`config.mk`:
```
export PLATFORM = sky130hd
export DESIGN_NAME = ssab_front
export DESIGN_NICKNAME = d
export VERILOG_FILES = /design/src/rtl/core/ssab_pkg.sv /design/src/rtl/core/ssab_front.sv
export SDC_FILE = /design/constraint.sdc
export NUM_CORES = 1
export LEC_CHECK = 0
export ABC_CLOCK_PERIOD_IN_PS = 7500
export BUFFER_PORTS_ARGS = -buffer_cell sky130_fd_sc_hd__buf_2
export CAP_MARGIN = 20
export CORE_ASPECT_RATIO = 1.5
export CORE_MARGIN = 4
export CORE_UTILIZATION = 40
export DETAILED_ROUTE_END_ITERATION = 12
export PLACE_DENSITY = 0.57
export SLEW_MARGIN = 25
export SYNTH_ARGS = -nofsm -noshare
export SYNTH_HDL_FRONTEND = slang
export SYNTH_SLANG_ARGS = --single-unit
```
`constraint.sdc`:
```
create_clock -name clk -period 7.5 [get_ports clk]
set_input_delay 1.125 -clock clk [delete_from_list [all_inputs] [get_ports clk]]
set_output_delay 1.125 -clock clk [all_outputs]
set_load 0.05 [all_outputs]
```
`src/rtl/core/ssab_pkg.sv`:
```
// Shared types and constants for the sample splat accumulation buffer
package ssab_pkg;

	localparam int DEF_MAX_COLUMNS = 128;
	localparam int DEF_MAX_ROWS    = 128;
	localparam int SUM_W   = 32;
	localparam int TOTAL_W = 40;
	localparam int COLOR_W = 16;
	localparam int QUEUE_DEPTH = 4;

	typedef enum logic [1:0] {
		OP_STORE   = 2'd0,
		OP_ADD_CNT = 2'd1,
		OP_DEVELOP = 2'd2,
		OP_CLEAR   = 2'd3
	} op_t;

	typedef enum logic [0:0] {
		REG_WIDTH  = 1'b0,
		REG_HEIGHT = 1'b1
	} reg_idx_t;

	typedef struct packed {
		logic [1:0]  op;
		logic [15:0] pos_x;
		logic [15:0] pos_y;
		logic [15:0] red;
		logic [15:0] green;
		logic [15:0] blue;
		logic [15:0] count_delta;
		logic [6:0]  pixel_col;
		logic [6:0]  pixel_row;
	} in_item_t;

	typedef struct packed {
		logic [15:0] red_out;
		logic [15:0] green_out;
		logic [15:0] blue_out;
		logic        total_was_zero;
	} out_item_t;

	typedef enum logic [2:0] {
		BK_IDLE,
		BK_READ,
		BK_WRITE,
		BK_DIV,
		BK_CLEAR
	} bk_state_t;

endpackage

```
`src/rtl/core/ssab_front.sv`:
```
// Front end: accepts commands, maps positions to pixel addresses, queues work
module ssab_front #(
	parameter int MAX_COLUMNS = ssab_pkg::DEF_MAX_COLUMNS,
	parameter int MAX_ROWS    = ssab_pkg::DEF_MAX_ROWS,
	parameter int COL_W       = 7,
	parameter int ROW_W       = 7
) (
	input  logic                   clk,
	input  logic                   arst_n,
	input  logic                   start,
	output logic                   busy,
	input  ssab_pkg::in_item_t     in_item,
	input  logic [7:0]             frame_width_q,
	input  logic [7:0]             frame_height_q,
	output logic                   q_valid,
	output logic [1:0]             q_op,
	output logic [ROW_W+COL_W-1:0] q_addr,
	output logic [47:0]            q_color,
	output logic [15:0]            q_delta,
	input  logic                   q_pop
);
	import ssab_pkg::*;

	localparam int AW = ROW_W + COL_W;
	localparam int PW = $clog2(QUEUE_DEPTH);
	localparam int EW = 2 + AW + 48 + 16;

	logic [12:0] w_eff, h_eff;
	logic [12:0] col_c, row_c;
	logic [28:0] px_prod, py_prod;
	logic [12:0] px_idx, py_idx;
	logic [EW-1:0] fifo_q [QUEUE_DEPTH];
	logic [PW-1:0] wr_ptr_q, rd_ptr_q;
	logic [PW:0]   cnt_q;
	logic [EW-1:0] entry;
	logic          push;

	// clamp configured size to 1..MAX
	always_comb begin
		if (frame_width_q == 8'd0) w_eff = 13'd1;
		else if ({5'd0, frame_width_q} > 13'(MAX_COLUMNS)) w_eff = 13'(MAX_COLUMNS);
		else w_eff = {5'd0, frame_width_q};
		if (frame_height_q == 8'd0) h_eff = 13'd1;
		else if ({5'd0, frame_height_q} > 13'(MAX_ROWS)) h_eff = 13'(MAX_ROWS);
		else h_eff = {5'd0, frame_height_q};
	end

	assign px_prod = in_item.pos_x * w_eff;
	assign py_prod = in_item.pos_y * h_eff;
	assign px_idx  = px_prod[28:16];
	assign py_idx  = py_prod[28:16];

	always_comb begin
		if (in_item.op == OP_DEVELOP) begin
			col_c = {6'd0, in_item.pixel_col};
			row_c = {6'd0, in_item.pixel_row};
		end else begin
			col_c = px_idx;
			row_c = py_idx;
		end
		if (col_c > w_eff - 13'd1) col_c = w_eff - 13'd1;
		if (row_c > h_eff - 13'd1) row_c = h_eff - 13'd1;
	end

	assign entry = {in_item.op, row_c[ROW_W-1:0], col_c[COL_W-1:0],
		in_item.red, in_item.green, in_item.blue, in_item.count_delta};
	assign busy  = (cnt_q == (PW+1)'(QUEUE_DEPTH));
	assign push  = start && !busy;

	always_ff @(posedge clk) begin
		if (push) fifo_q[wr_ptr_q] <= entry;
	end

	always_ff @(posedge clk or negedge arst_n) begin
		if (!arst_n) begin
			wr_ptr_q <= '0;
			rd_ptr_q <= '0;
			cnt_q    <= '0;
		end else begin
			if (push) wr_ptr_q <= wr_ptr_q + 1'b1;
			if (q_pop) rd_ptr_q <= rd_ptr_q + 1'b1;
			cnt_q <= cnt_q + (PW+1)'(push) - (PW+1)'(q_pop);
		end
	end

	assign q_valid = (cnt_q != '0);
	assign {q_op, q_addr, q_color, q_delta} = fifo_q[rd_ptr_q];

endmodule

```
==> metrics.json <==
{
  "outcome": "complete, but fails checks",
  "violations": "setup timing",
  "synthTopCellsByArea": "sky130_fd_sc_hd__edfxtp_1, sky130_fd_sc_hd__fa_1, sky130_fd_sc_hd__mux4_2, sky130_fd_sc_hd__ha_1, sky130_fd_sc_hd__and2_1",
  "port_buffers": 213,
  "netlist.area_leader.share": 0.456,
  "starting_utilization_of_the_core_area": 0.406,
  "static_leakage_uw": 0.0108,
  "maxcap_viol_count": 0,
  "peak_vdd_ir_mv": 0.273,
  "clk_path_buf_depth": 3,
  "detail_route.vias_per_cell": 4.96,
  "first_pass_iters": 4,
  "drt-wirelength-per-cell_um": 18.4,
  "grt_setup_unrepaired": "true",
  "critical_path.n_buffers_inverters": 7,
  "dpl_cell_area_mm2": 0.0238,
  "finish.cell_count_without_fillers": 2566,
  "yosys.cell_types.count": 57,
  "arrival_ns": 7.98,
  "post-route-min-period_ns": 7.59,
  "timing_worst_slew_pin_value_ns": 1.02,
  "critical_path_cell_count": 30,
  "yosysSeqAreaShare": 0.465,
  "cp_most_frequent_cell": "sky130_fd_sc_hd__fa_1",
  "routed_wirelength_um": 47100,
  "timing.critical_path.to_type": "register",
  "route.vias.total": 12700,
  "clk_pin_slew_worst_paths_ns": 0.07,
  "placed_cells": 2498,
  "clk_root_buffer_cell": "sky130_fd_sc_hd__clkbuf_16",
  "postSynthCellCount": 1532,
  "die_h_um": 289,
  "post-synth-top-area-cell": "sky130_fd_sc_hd__edfxtp_1",
  "fin_crit_sh": 1.01,
  "maxSlewHeadroom": 0.322,
  "h-tree-depth": 1,
  "die_span_in_x_um": 195,
  "setup.worst_path.start_class": "primary input",
  "place.detailed.hpwl_um": 35400,
  "synth_enable_flop_cells": 320,
  "crit_path_leading_delay_family": "adder cells",
  "critical-path-max-stage-delay_ns": 0.54,
  "postSynth.asyncResetShare": 0.0214,
  "report.final.slew_viol_count": 0,
  "tritoncts": "done",
  "syn-cell-area_mm2": 0.0211,
  "drt_first_iter_violations": 471,
  "share_of_final_layout_standard_cells_stronger_than_drive_strength_1": 0.283,
  "detail_route.drc_violations": 0,
  "tritoncts.num_buffers": 28,
  "max_clock_freq_mhz": 132,
  "initial_antenna_violation_count": 1,
  "floorplan.core_area_mm2": 0.0518,
  "ys.warnings.count": 0,
  "postSynthRegisterBits": 327,
  "reg2regPathDepth": 4,
  "synth.avg_cell_area_um2": 13.7,
  "grt_start_max_net_pins": 65,
  "synth_most_common_cell": "sky130_fd_sc_hd__edfxtp_1",
  "critPathRequiredTime_ns": 7.89,
  "dominantRegCellSynth": "sky130_fd_sc_hd__edfxtp_1",
  "hold_class": "primary input to async pin",
  "finalNetCount": 2310,
  "worst-setup-path-type": "primary input to register",
  "worst_skew_pair.late_latency_ns": 0.56,
  "report.final.setup_viol": 24,
  "area.growth.synth_to_final_pct": 19.3,
  "worst_path_max_delay_cell": "sky130_fd_sc_hd__fa_1",
  "clkSinkCount": 327,
  "global_route.usage.total": 0.167,
  "grt_pass1_vias": 14200,
  "gpl.final_weighted_congestion": 0.856,
  "rows": 102,
  "die_footprint_mm2": 0.0564,
  "globalRoute.totalOverflow": 0,
  "power_per_standard_cell_area_mw_per_mm2": 320,
  "grt_pass1_wl_um": 75300,
  "post-route-worst-setup-slack_ns": -0.0920,
  "detail-route-antenna-nets": 0,
  "netlist_top_cells_count": "sky130_fd_sc_hd__edfxtp_1, sky130_fd_sc_hd__inv_1, sky130_fd_sc_hd__and2_1, sky130_fd_sc_hd__fa_1, sky130_fd_sc_hd__ha_1",
  "timing.final.hold_violations": 0,
  "crit_path_max_fanout": 5,
  "utilization_of_the_core_after_routing": 0.485,
  "fin_worst_skew_ns": 0.0170,
  "total_power_uw": 8040,
  "finalInstanceArea_mm2": 0.0251,
  "io-pin-count": 214,
  "cts_hold_repair.buffers": 0
}
layer usage:
metal | GRT usage | wire length (µm)
met4 | 0.0414 | 1010
met2 | 0.323 | 26100
met5 | 0 | 0
met3 | 0.0230 | 2080
met1 | 0.193 | 18000
placed cells by master (no fill, tap or decap), drive strengths merged, types with 15 or more instances in the layout:
cell type and count:
nor2 26, nand2 71, xnor2 20, a21oi 18, inv 258, edfxtp 320
mux4 80, o21ai 19, and2 217, ha 143, clkbuf 30, clkinv 15
fa 168, nor2b 18, buf 351
where the power goes:
part	switching (µW)	leakage, µW	internal [µW]
combinational	2520	0.00738	1410
clock	659	0.000455	799
sequential	164	0.00301	2490
total	3340	0.0108	4700
flip-flops by register name, summed over array words and instances (netlist names):
signal / count
cnt_q: 3
fifo_q: 320
rd_ptr_q: 2
wr_ptr_q: 2
cell type report:
cell class,count,area [µm²]
multi-input cells,902,10400
clock inverters,23,234
diodes,1,2.50
repair buffers,352,2170
well taps,676,846
inverters,256,961
fillers,4677,26700
clock buffers,29,704
flip-flops and latches,327,9790
per-stage QoR:
stage	hold WS (ns)	setup slack (ns)	setup TNS (ns)
2_1_floorplan	0.493	-0.508	-11.50
5_1_grt	0.367	-0.379	-8.98
6_report	0.391	-0.0920	-1.54
3_3_place_gp	0.513	-0.561	-16.99
3_5_place_dp	0.535	-0.728	-22.94
4_1_cts	0.358	-0.0122	-0.0493
path summary, 6_finish.rpt:
check                                 startpoint       endpoint  slack, ns
min in group clk                        cnt_q[0]       cnt_q[0]       0.54
worst max register to register          cnt_q[2]  fifo_q[2][19]       4.69
worst min-delay path                      arst_n       cnt_q[1]       0.39
worst max-delay path            frame_width_q[2]  fifo_q[3][70]      -0.09
max in group asynchronous                 arst_n    rd_ptr_q[1]       6.92
worst min register to register          cnt_q[0]       cnt_q[0]       0.54
cells by family (layout without fill, tap and decap cells):
kind of cell | Yosys count | after routing | synth area share
flops | 327 | 327 | 0.465
xor+xnor | 28 | 28 | 0.0116
compound gates | 93 | 93 | 0.0308
fa+ha+maj | 311 | 311 | 0.245
mux | 96 | 96 | 0.0937
other cells | 1 | 3 | 0.000178
simple gates | 372 | 372 | 0.100
buf+inv | 304 | 660 | 0.0543
repair_timing:
| item | in CTS | in global routing |
|---|---|---|
| pin swaps | 3 | 25 |
| cloned | 0 | 1 |
| buffers inserted | 1 | 13 |
| setup endpoints to repair | 28 | 40 |
| gates resized for setup | 5 | 42 |
Power figures use the tool's default switching activity.
